$ cat src/sv/utq_pkg.sv
// shared types and constants for the uart transmit queue
package utq_pkg;

   localparam int QUEUE_DEPTH = 64;
   localparam int QAW         = (QUEUE_DEPTH > 1) ? $clog2(QUEUE_DEPTH) : 1;
   localparam int CW          = $clog2(QUEUE_DEPTH + 1);
   localparam int FILL_W      = 7;
   localparam int BYTE_W      = 8;

   localparam int OPQ_DEPTH   = 4;
   localparam int OPQ_AW      = $clog2(OPQ_DEPTH);
   localparam int OPQ_CW      = $clog2(OPQ_DEPTH + 1);

   localparam logic OP_PUT    = 1'b0;
   localparam logic OP_EVENT  = 1'b1;

   localparam logic [BYTE_W-1:0] LINE_FEED       = 8'h0A;
   localparam logic [BYTE_W-1:0] CARRIAGE_RETURN = 8'h0D;

   typedef struct packed {
      logic              kind;
      logic [BYTE_W-1:0] data;
      logic              tx_empty;
      logic              chain;
      logic              last;
   } op_type;

   typedef struct packed {
      logic   valid;
      op_type op;
   } push_type;

   typedef struct packed {
      logic   valid;
      op_type op;
   } head_type;

endpackage

$ cat src/sv/utq_front.sv
// front end: takes items, expands a line feed into carriage return and line feed
module utq_front (
   input  logic               clock,
   input  logic               reset,
   input  logic               req_valid,
   output logic               req_stall,
   input  logic               req_operation,
   input  logic [7:0]         req_tx_char,
   input  logic               req_transmitter_empty,
   input  logic               opq_full,
   output utq_pkg::push_type  push
);

   logic            pend_valid_ff, pend_valid_in;
   utq_pkg::op_type pend_op_ff, pend_op_in;
   logic            accept;
   logic            is_lf;

   assign req_stall = pend_valid_ff || opq_full;
   assign accept    = req_valid && !req_stall;
   assign is_lf     = (req_operation == utq_pkg::OP_PUT) && (req_tx_char == utq_pkg::LINE_FEED);

   always_comb begin
      pend_valid_in = pend_valid_ff;
      pend_op_in    = pend_op_ff;
      push.valid    = 1'b0;
      push.op       = pend_op_ff;
      if (pend_valid_ff) begin
         if (!opq_full) begin
            push.valid    = 1'b1;
            pend_valid_in = 1'b0;
         end
      end else if (accept) begin
         push.valid       = 1'b1;
         push.op.kind     = req_operation;
         push.op.data     = req_tx_char;
         push.op.tx_empty = req_transmitter_empty;
         push.op.chain    = 1'b0;
         push.op.last     = 1'b1;
         if (is_lf) begin
            // carriage return goes first, line feed waits in the pending register
            push.op.data        = utq_pkg::CARRIAGE_RETURN;
            push.op.last        = 1'b0;
            pend_valid_in       = 1'b1;
            pend_op_in.kind     = utq_pkg::OP_PUT;
            pend_op_in.data     = utq_pkg::LINE_FEED;
            pend_op_in.tx_empty = req_transmitter_empty;
            pend_op_in.chain    = 1'b1;
            pend_op_in.last     = 1'b1;
         end
      end
   end

   always_ff @(posedge clock) begin
      if (reset) begin
         pend_valid_ff <= 1'b0;
      end else begin
         pend_valid_ff <= pend_valid_in;
      end
      pend_op_ff <= pend_op_in;
   end

endmodule

$ cat src/sv/utq_opq.sv
// short queue of operations between front and back
module utq_opq (
   input  logic               clock,
   input  logic               reset,
   input  utq_pkg::push_type  push,
   output logic               full,
   output utq_pkg::head_type  head,
   input  logic               pop
);

   utq_pkg::op_type                  slot_ff [utq_pkg::OPQ_DEPTH];
   logic [utq_pkg::OPQ_AW-1:0]       wptr_ff, wptr_in;
   logic [utq_pkg::OPQ_AW-1:0]       rptr_ff, rptr_in;
   logic [utq_pkg::OPQ_CW-1:0]       count_ff, count_in;
   logic                             do_push, do_pop;

   assign full       = (count_ff == utq_pkg::OPQ_CW'(utq_pkg::OPQ_DEPTH));
   assign head.valid = (count_ff != '0);
   assign head.op    = slot_ff[rptr_ff];
   assign do_push    = push.valid && !full;
   assign do_pop     = pop && head.valid;

   always_comb begin
      wptr_in  = do_push ? wptr_ff + 1'b1 : wptr_ff;
      rptr_in  = do_pop ? rptr_ff + 1'b1 : rptr_ff;
      count_in = count_ff;
      if (do_push && !do_pop) begin
         count_in = count_ff + 1'b1;
      end else if (do_pop && !do_push) begin
         count_in = count_ff - 1'b1;
      end
   end

   always_ff @(posedge clock) begin
      if (reset) begin
         wptr_ff  <= '0;
         rptr_ff  <= '0;
         count_ff <= '0;
      end else begin
         wptr_ff  <= wptr_in;
         rptr_ff  <= rptr_in;
         count_ff <= count_in;
      end
      if (do_push) begin
         slot_ff[wptr_ff] <= push.op;
      end
   end

   a_count_bound: assert property (@(posedge clock) disable iff (reset)
      count_ff <= utq_pkg::OPQ_CW'(utq_pkg::OPQ_DEPTH))
      else $error("op queue count overflow");
   a_push_kept: assert property (@(posedge clock) disable iff (reset)
      do_push && !do_pop |=> count_ff == $past(count_ff) + 1'b1)
      else $error("op queue lost a push");
   a_no_pop_empty: assert property (@(posedge clock) disable iff (reset)
      count_ff == '0 |-> !do_pop)
      else $error("op queue popped while empty");

endmodule

$ cat src/sv/utq_back.sv
// back end: byte queue, data register writes and the result register
module utq_back (
   input  logic               clock,
   input  logic               reset,
   input  utq_pkg::head_type  head,
   output logic               pop,
   output logic               rsp_valid,
   input  logic               rsp_stall,
   output logic               rsp_dr_write,
   output logic [7:0]         rsp_dr_byte,
   output logic               rsp_irq_enable,
   output logic               rsp_rejected_full,
   output logic [6:0]         rsp_fill_level,
   output logic               rsp_last
);

   localparam logic S_IDLE = 1'b0;
   localparam logic S_POP  = 1'b1;

   logic [utq_pkg::BYTE_W-1:0] mem [utq_pkg::QUEUE_DEPTH];
   logic [utq_pkg::BYTE_W-1:0] rd_data_ff;

   logic                       state_ff, state_in;
   logic [utq_pkg::QAW-1:0]    wptr_ff, wptr_in;
   logic [utq_pkg::QAW-1:0]    rptr_ff, rptr_in;
   logic [utq_pkg::CW-1:0]     count_ff, count_in;
   logic                       irq_ff, irq_in;
   logic                       prev_direct_ff, prev_direct_in;

   logic                       out_valid_ff, out_valid_in;
   logic                       out_write_ff, out_write_in;
   logic [utq_pkg::BYTE_W-1:0] out_byte_ff, out_byte_in;
   logic                       out_rej_ff, out_rej_in;
   logic                       out_last_ff, out_last_in;

   logic                       slot_free;
   logic                       tx_free;
   logic                       wr_en, rd_en;

   assign slot_free = !out_valid_ff || !rsp_stall;
   assign tx_free   = head.op.tx_empty && !(head.op.chain && prev_direct_ff);

   always_comb begin
      state_in       = state_ff;
      wptr_in        = wptr_ff;
      rptr_in        = rptr_ff;
      count_in       = count_ff;
      irq_in         = irq_ff;
      prev_direct_in = prev_direct_ff;
      out_valid_in   = out_valid_ff && rsp_stall;
      out_write_in   = out_write_ff;
      out_byte_in    = out_byte_ff;
      out_rej_in     = out_rej_ff;
      out_last_in    = out_last_ff;
      pop            = 1'b0;
      wr_en          = 1'b0;
      rd_en          = 1'b0;
      unique case (state_ff)
         S_IDLE: begin
            if (head.valid && slot_free) begin
               pop          = 1'b1;
               out_write_in = 1'b0;
               out_byte_in  = '0;
               out_rej_in   = 1'b0;
               out_last_in  = head.op.last;
               if (head.op.kind == utq_pkg::OP_PUT) begin
                  out_valid_in   = 1'b1;
                  prev_direct_in = 1'b0;
                  if (count_ff == '0 && tx_free) begin
                     out_write_in   = 1'b1;
                     out_byte_in    = head.op.data;
                     prev_direct_in = 1'b1;
                  end else if (count_ff == utq_pkg::CW'(utq_pkg::QUEUE_DEPTH)) begin
                     out_rej_in = 1'b1;
                  end else begin
                     wr_en    = 1'b1;
                     wptr_in  = (wptr_ff == utq_pkg::QAW'(utq_pkg::QUEUE_DEPTH - 1)) ?
                                '0 : wptr_ff + 1'b1;
                     count_in = count_ff + 1'b1;
                     irq_in   = 1'b1;
                  end
               end else if (head.op.tx_empty && count_ff != '0) begin
                  rd_en    = 1'b1;
                  state_in = S_POP;
               end else begin
                  out_valid_in = 1'b1;
                  if (head.op.tx_empty) begin
                     irq_in = 1'b0;
                  end
               end
            end
         end
         S_POP: begin
            if (slot_free) begin
               out_valid_in = 1'b1;
               out_write_in = 1'b1;
               out_byte_in  = rd_data_ff;
               out_rej_in   = 1'b0;
               out_last_in  = 1'b1;
               rptr_in      = (rptr_ff == utq_pkg::QAW'(utq_pkg::QUEUE_DEPTH - 1)) ?
                              '0 : rptr_ff + 1'b1;
               count_in     = count_ff - 1'b1;
               state_in     = S_IDLE;
            end
         end
         default: begin
            state_in = S_IDLE;
         end
      endcase
   end

   always_ff @(posedge clock) begin
      if (wr_en) begin
         mem[wptr_ff] <= head.op.data;
      end
      if (rd_en) begin
         rd_data_ff <= mem[rptr_ff];
      end
   end

   always_ff @(posedge clock) begin
      if (reset) begin
         state_ff       <= S_IDLE;
         wptr_ff        <= '0;
         rptr_ff        <= '0;
         count_ff       <= '0;
         irq_ff         <= 1'b0;
         prev_direct_ff <= 1'b0;
         out_valid_ff   <= 1'b0;
      end else begin
         state_ff       <= state_in;
         wptr_ff        <= wptr_in;
         rptr_ff        <= rptr_in;
         count_ff       <= count_in;
         irq_ff         <= irq_in;
         prev_direct_ff <= prev_direct_in;
         out_valid_ff   <= out_valid_in;
      end
      out_write_ff <= out_write_in;
      out_byte_ff  <= out_byte_in;
      out_rej_ff   <= out_rej_in;
      out_last_ff  <= out_last_in;
   end

   // irq and fill level follow the state after the latest result
   assign rsp_valid         = out_valid_ff;
   assign rsp_dr_write      = out_write_ff;
   assign rsp_dr_byte       = out_byte_ff;
   assign rsp_irq_enable    = irq_ff;
   assign rsp_rejected_full = out_rej_ff;
   assign rsp_fill_level    = utq_pkg::FILL_W'(count_ff);
   assign rsp_last          = out_last_ff;

   a_count_bound: assert property (@(posedge clock) disable iff (reset)
      count_ff <= utq_pkg::CW'(utq_pkg::QUEUE_DEPTH))
      else $error("byte queue count overflow");
   a_pop_nonempty: assert property (@(posedge clock) disable iff (reset)
      state_ff == S_POP |-> count_ff != '0)
      else $error("pop from empty byte queue");
   a_reject_no_write: assert property (@(posedge clock) disable iff (reset)
      out_valid_ff && out_rej_ff |-> !out_write_ff && count_ff == utq_pkg::CW'(utq_pkg::QUEUE_DEPTH))
      else $error("reject while queue not full");
   a_byte_zero: assert property (@(posedge clock) disable iff (reset)
      out_valid_ff && !out_write_ff |-> out_byte_ff == '0)
      else $error("byte shown without a write");

endmodule

$ cat src/sv/uart_tx_queue_with_crlf.sv
// top level of the uart transmit queue with line feed expansion
//
//   channel  direction  handshake               fields
//   req      in         req_valid / req_stall   operation, tx_char, transmitter_empty
//   rsp      out        rsp_valid / rsp_stall   dr_write, dr_byte, irq_enable,
//                                               rejected_full, fill_level, last
//
// puts and idle events give their result from S_IDLE, an event that pops a byte goes
// through S_POP (registered read of the byte store); a line feed item gives two results
// a line feed holds the input while its second op waits in the pending register
// synchronous reset clears pointers, counts and the enable; the byte store is not cleared
// stalls on rsp back up through the op queue and the front end to req
module uart_tx_queue_with_crlf (
   input  logic       clock,
   input  logic       reset,
   input  logic       req_valid,
   output logic       req_stall,
   input  logic       req_operation,
   input  logic [7:0] req_tx_char,
   input  logic       req_transmitter_empty,
   output logic       rsp_valid,
   input  logic       rsp_stall,
   output logic       rsp_dr_write,
   output logic [7:0] rsp_dr_byte,
   output logic       rsp_irq_enable,
   output logic       rsp_rejected_full,
   output logic [6:0] rsp_fill_level,
   output logic       rsp_last
);

   utq_pkg::push_type push;
   utq_pkg::head_type head;
   logic              opq_full;
   logic              pop;

   utq_front u_front (
      .clock                 (clock),
      .reset                 (reset),
      .req_valid             (req_valid),
      .req_stall             (req_stall),
      .req_operation         (req_operation),
      .req_tx_char           (req_tx_char),
      .req_transmitter_empty (req_transmitter_empty),
      .opq_full              (opq_full),
      .push                  (push)
   );

   utq_opq u_opq (
      .clock (clock),
      .reset (reset),
      .push  (push),
      .full  (opq_full),
      .head  (head),
      .pop   (pop)
   );

   utq_back u_back (
      .clock             (clock),
      .reset             (reset),
      .head              (head),
      .pop               (pop),
      .rsp_valid         (rsp_valid),
      .rsp_stall         (rsp_stall),
      .rsp_dr_write      (rsp_dr_write),
      .rsp_dr_byte       (rsp_dr_byte),
      .rsp_irq_enable    (rsp_irq_enable),
      .rsp_rejected_full (rsp_rejected_full),
      .rsp_fill_level    (rsp_fill_level),
      .rsp_last          (rsp_last)
   );

endmodule

$ cat config.mk
export PLATFORM = sky130hd
export DESIGN_NAME = uart_tx_queue_with_crlf
export DESIGN_NICKNAME = d
export VERILOG_FILES = /design/src/sv/utq_pkg.sv /design/src/sv/utq_front.sv /design/src/sv/utq_opq.sv /design/src/sv/utq_back.sv /design/src/sv/uart_tx_queue_with_crlf.sv
export SDC_FILE = /design/constraint.sdc
export NUM_CORES = 1
export LEC_CHECK = 0
export ABC_AREA = 1
export BUFFER_PORTS_ARGS = -buffer_cell sky130_fd_sc_hd__clkbuf_2
export CORE_MARGIN = 2
export CORE_UTILIZATION = 60
export CTS_CLUSTER_DIAMETER = 120
export DETAILED_ROUTE_END_ITERATION = 16
export PLACE_DENSITY = 0.76
export SKIP_CTS_REPAIR_TIMING = 1
export SLEW_MARGIN = 10
export SYNTH_ARGS = -nofsm -noshare
export SYNTH_HDL_FRONTEND = slang
export SYNTH_SLANG_ARGS = --single-unit
export TNS_END_PERCENT = 30
$ cat constraint.sdc
create_clock -name clock -period 3.61 [get_ports clock]
set_input_delay 0 -clock clock [delete_from_list [all_inputs] [get_ports clock]]
set_output_delay 0 -clock clock [all_outputs]
set_load 0.01 [all_outputs]
# Word level (Yosys, flattened, before mapping)
# Memory sizes are Yosys's and may differ from the RTL's. A register that Yosys moved wholly into a read port is not among the register bits.
# Index checks and enable logic that the tools add are counted.
[word_totals]
regBits = 43
ramBits = 560
in_bits = 14
output_inout_bits = 21
memories = 2
[classes]
addsub = 8
eq_ne = 14
muxes = 67
bitwise_logic = 6
reduce_logical = 32
[memory_table]
columns = ["memory", "words", "width", "rd", "rd_clocked_by_memory_dff", "wr", "line", "rtl"]
rows = [
  ["u_back.mem", 64, 8, 1, 1, 1, "utq_back.sv:20", "logic [utq_pkg::BYTE_W-1:0] mem [utq_pkg::QUEUE_DEPTH];"],
  ["u_opq.slot_ff", 4, 12, 1, 1, 1, "utq_opq.sv:11", "utq_pkg::op_type slot_ff [utq_pkg::OPQ_DEPTH];"],
]
[ops]
columns = ["operator", "n"]
rows = [
  ["$mux W1", 42],
  ["$mux W8", 5],
  ["$mux W7", 5],
  ["$pmux W8 S2", 1],
  ["$pmux W7 S2", 1],
  ["$mux W13", 1],
  ["$add A6 B1 Y6 const B", 2],
  ["$eq A6 B6 Y1 const B", 2],
  ["$logic_and A1 B1 Y1", 12],
  ["$mux W12", 1],
  ["$mux W6", 2],
  ["$ne A2 B2 Y1 const B", 6],
  ["$pmux W1 S2", 5],
  ["$reduce_and A5 Y1", 2],
  ["$eq A8 B4 Y1 const B", 1],
  ["$add A7 B1 Y7 const B", 1],
  ["$eq A7 B7 Y1 const B", 1],
  ["$logic_not A1 Y1", 7],
  ["$logic_not A7 Y1", 1],
  ["$reduce_bool A7 Y1", 1],
  ["$sub A7 B1 Y7 const B", 1],
  ["$mux W3", 2],
  ["$ne A2 B1 Y1 const B", 3],
  ["$not A1 Y1", 6],
  ["other kinds (11)", 16],
]

# Logic depth before layout (Yosys ltp)
[logic_depth]
depth_word = 11
depth_mapped = 15
depth_no_buf = 12

# Modules after synthesis
# From an unflattened synthesis, not the netlist that was laid out.
[unflattened]
cells_unflattened = 2578
area_unflattened_um2 = 26515.4
[by_module_without_submodules]
columns = ["mod", "instances", "cells_per_inst", "area_each_um2"]
rows = [
  ["utq_back", 1, 2353, 24003.0],
  ["utq_opq", 1, 185, 2278.4],
  ["utq_front", 1, 40, 234.0],
]

# Worst setup path before layout
# OpenSTA, ideal clock, no wires.
[synth_path]
path_kind = "flip-flop to flip-flop"
start = "register with a tool-made name"
end = "memory u_back.mem[0][0] in the netlist's numbering (data pin)"
arrival_time_ns = 1.884
t_required_ns = 3.267
slack_ns = 1.383
stages_incl_launch_ff = 8
path_buffers = 3
path_cell_list = "dfxtp_1 -> buf_4 -> inv_2 -> buf_6 -> clkbuf_1 -> nand2_1 -> a32o_1 -> inv_1"
[synth_lines]
columns = ["item", "line"]
rows = [
  ["to (decl)", "utq_back.sv:20"],
]

==> impl_metrics.yaml <==
clock_network:
  path_clk_slew_ps: 70
  clkSinkCount: 613
  insertion_delay_ps: 630
  tritoncts: "built"
  cts_max_level: 2
  cts_buffers: 58
  clockRootBuffer: "clkbuf_16"
  clk_path_buf_depth: 3
global_routing:
  grt.total_usage_pct: 28.6
  grt_overflow: 0
  grt_pass1_vias: 16800
  grt_max_degree: 206
  antenna_found_initial: 0
  grt_pass1_wl_mm: 96.0
synthesis:
  synth-seq-area-share_pct: 70.1
  postSynthCellCount: 2393
  ys_top_cells_by_area: "edfxtp_1, nand2_1, nand3_1"
  synth.net_count: 2421
  synth_area_mm2: 0.0258
  avgSynthCellArea_um2: 10.8
  yosysUniqueCellTypes: 33
  yosys.area.top_type_share_pct: 67.5
  ys_seq_elements: 613
  yosysWarnings: 0
  yosys.area.top_type: "edfxtp_1"
timing:
  setup_tns_ps: 0
  finClkSkew_ps: 27.0
  setup_slack_ps: 306
  tightest_slew_ps: 1110
  slew_viol_final: 0
  rsz0062_at_grt: "no"
  slew-limit-headroom_pct: 25.9
  period_minus_slack_ps: 3300
  hold_viol_final: 0
  timing.hold.ws_ps: 114
  setup-violations-final: 0
  fin_crit_sh_pct: 91.5
  max_freq_mhz: 303
worst_setup_path:
  path_cells: "inv_2 -> nand2_1 -> nand2_1 -> nand2_1 -> nand2_1 -> nand2_1 -> nand2_1 -> nand2_1 -> inv_2 -> nand2_1 -> nor2_1"
  cpMostUsedCell: "nand2_1"
  cp.depth: 11
  r2r_end: "u_back.mem[7][1]"
  r2r_cells: 11
  crit_family: "simple AND/OR/NAND/NOR gates"
  cp_slowest_stage_delay_ps: 740
  required_ps: 3860
  arrival_ps: 3550
  worstSetupEndpointType: "flop"
  critical_path_class: "reg -> reg"
  ff2ff_setup_slack_ps: 310
  crit_fanout: 24
  start_kind: "flop"
  crit_buf_inv: 2
  slowest_stage: "nor2_1"
power_and_ir_drop:
  swShare_pct: 32.3
  comb_power_share_pct: 24.9
  power.total_mw: 21.2
  power.leakage_nw: 10.9
  vdd_drop_max_v: 0.000585
  p_int_mw: 14.4
  p_per_area_mw_per_mm2: 741
  p_clk_share_pct: 30.2
  power_frac_seq_pct: 44.9
  switchingPower_mw: 6.87
routing:
  vias: 17700
  ant_nets: 0
  wire_per_inst_um: 21.0
  vias_per_cell: 5.88
  drt_wl_total_mm: 63.0
  drc_errors: 0
  drt_iter0_drc: 2685
  firstDrtPassIters: 6
place:
  post-dp-hpwl_mm: 37.6
  port_buffers: 34
  dp_worst_setup_slack_ps: 418
  place_inst: 2879
  gp_congestion: 0.906
  placed_area_mm2: 0.0265
floorplan:
  num_rows: 75
  die_h_um: 211
  dieWidth_um: 211
  core_mm2: 0.0422
  die_area_mm2: 0.0446
  start_util_pct: 61.1
  io_pins: 35
cells_and_area:
  fin_cells: 3004
  nNetsFinal: 2443
  areaGrowthSynthToFinish_pct: 11.1
  design_area_mm2: 0.0286
  finish.utilization_pct: 67.8
  final_layout_size_suffix_gt1_share_pct: 7.71
  antenna_cells: 0
flow_run:
  maxCapViolations: 0
worst_hold_path:
  worstHoldPathCells: 2
  worst_hold_path.endpoint: "u_front.pend_op_ff[2]"
  hold_path.class: "in -> reg"
  min_from: "req_transmitter_empty"
outcome:
  outcome: "finished, final reports clean"
## sequential cells by signal, summed over array words and instances (netlist names), 2 cells and up, named ones only
signal,flops
u_back.mem,512
u_opq.rptr_ff,2
u_opq.slot_ff,48
u_opq.wptr_ff,2
u_back.rsp_fill_level,7
u_opq.count_ff,3
u_back.rptr_ff,6
u_back.rd_data_ff,8
u_back.wptr_ff,6
u_back.rsp_dr_byte,8
## how the worst max path moves through the flow
stage / startpoint / end / slack [ps]
final: flop / u_back.mem[7][1] / 310
after global routing: flop / u_back.mem[47][1] / 150
after CTS: flop / u_back.mem[37][2] / 350
after detailed placement: flop / u_back.mem[37][2] / 420
after global placement: flop / u_back.mem[47][2] / 520
after floorplan: flop / u_back.mem[0][0] / 1380
## metal layers
metal / track usage [%] / share of wire, % / up-vias / wire (um)
met5: 0 / 0 / - / 0
met4: 12.0 / 3.8 / 0 / 2360
met3: 4.69 / 10 / 150 / 6460
met1: 40.4 / 40 / 8332 / 24900
li1: - / - / 8142 / -
met2: 44.8 / 46 / 1051 / 29200
## cells in the final DEF, fill, tap and decap left out, types with 15 or more instances in the layout
master / netlist / final
clkbuf_2: 1 / 34
o21ai_0: 131 / 131
inv_1: 154 / 146
nand2_1: 674 / 674
a21oi_1: 58 / 58
dlygate4sd3_1: 0 / 15
buf_4: 4 / 29
edfxtp_1: 580 / 580
nand3_1: 264 / 264
nor2_1: 304 / 303
clkbuf_16: 0 / 61
dfxtp_1: 33 / 31
## area by class of cell
| class | instances | area (um2) |
|---|---|---|
| clock buffers | 68 | 1550 |
| clock inverters | 42 | 492 |
| fillers | 2952 | 13600 |
| inverters | 162 | 624 |
| multi-input cells | 1495 | 6540 |
| flip-flops and latches | 613 | 18100 |
| well taps | 539 | 674 |
| repair buffers | 85 | 678 |
## worst reg2reg max path: cells and delay by family (launching register included)
kind | cells | cell delay (ps)
simple gates | 9 | 2020
flops | 1 | 320
buf+inv | 2 | 590
## power groups by stage
stage	clock, mW	sequential [mW]	combinational, mW
floorplan	0	9.69	3.05
global placement	0	9.67	5.09
detailed placement	0	9.68	5.18
CTS	6.47	9.53	5.21
global route	6.73	9.56	5.77
finish	6.42	9.53	5.28
## cell families (layout without fill, tap and decap cells)
kind of cell / Yosys count / count (layout) / share of synthesized area, %
buffers and inverters: 285 / 357 / 4.54
adder cells (fa/ha/maj): 14 / 14 / 0.738
flip-flops: 613 / 613 / 70.1
AND/OR/NAND/NOR: 1266 / 1266 / 20.1
XOR/XNOR: 8 / 8 / 0.272
AO/OA/AOI/OAI: 207 / 207 / 4.24
## synth_stat cells
master	count
clkbuf_1	54
buf_1	21
edfxtp_1	580
o21ai_0	131
o22ai_1	5
a31oi_1	2
a21oi_1	58
or2_2	5
xor2_1	6
inv_2	6
xnor2_1	2
inv_1	154
nor3_1	3
a21boi_0	1
nand3_1	264
buf_4	4
nor2_1	304
clkbuf_2	1
buf_2	38
buf_6	5
o221ai_1	1
ha_1	12
nor4_1	2
clkinv_1	2
a32o_1	8
fa_1	2
nor3_2	1
nor4_4	1
nand2_1	674
nand2_4	5
nand4_1	7
dfxtp_1	33
a211oi_1	1
(Power assumes the default switching activity.)
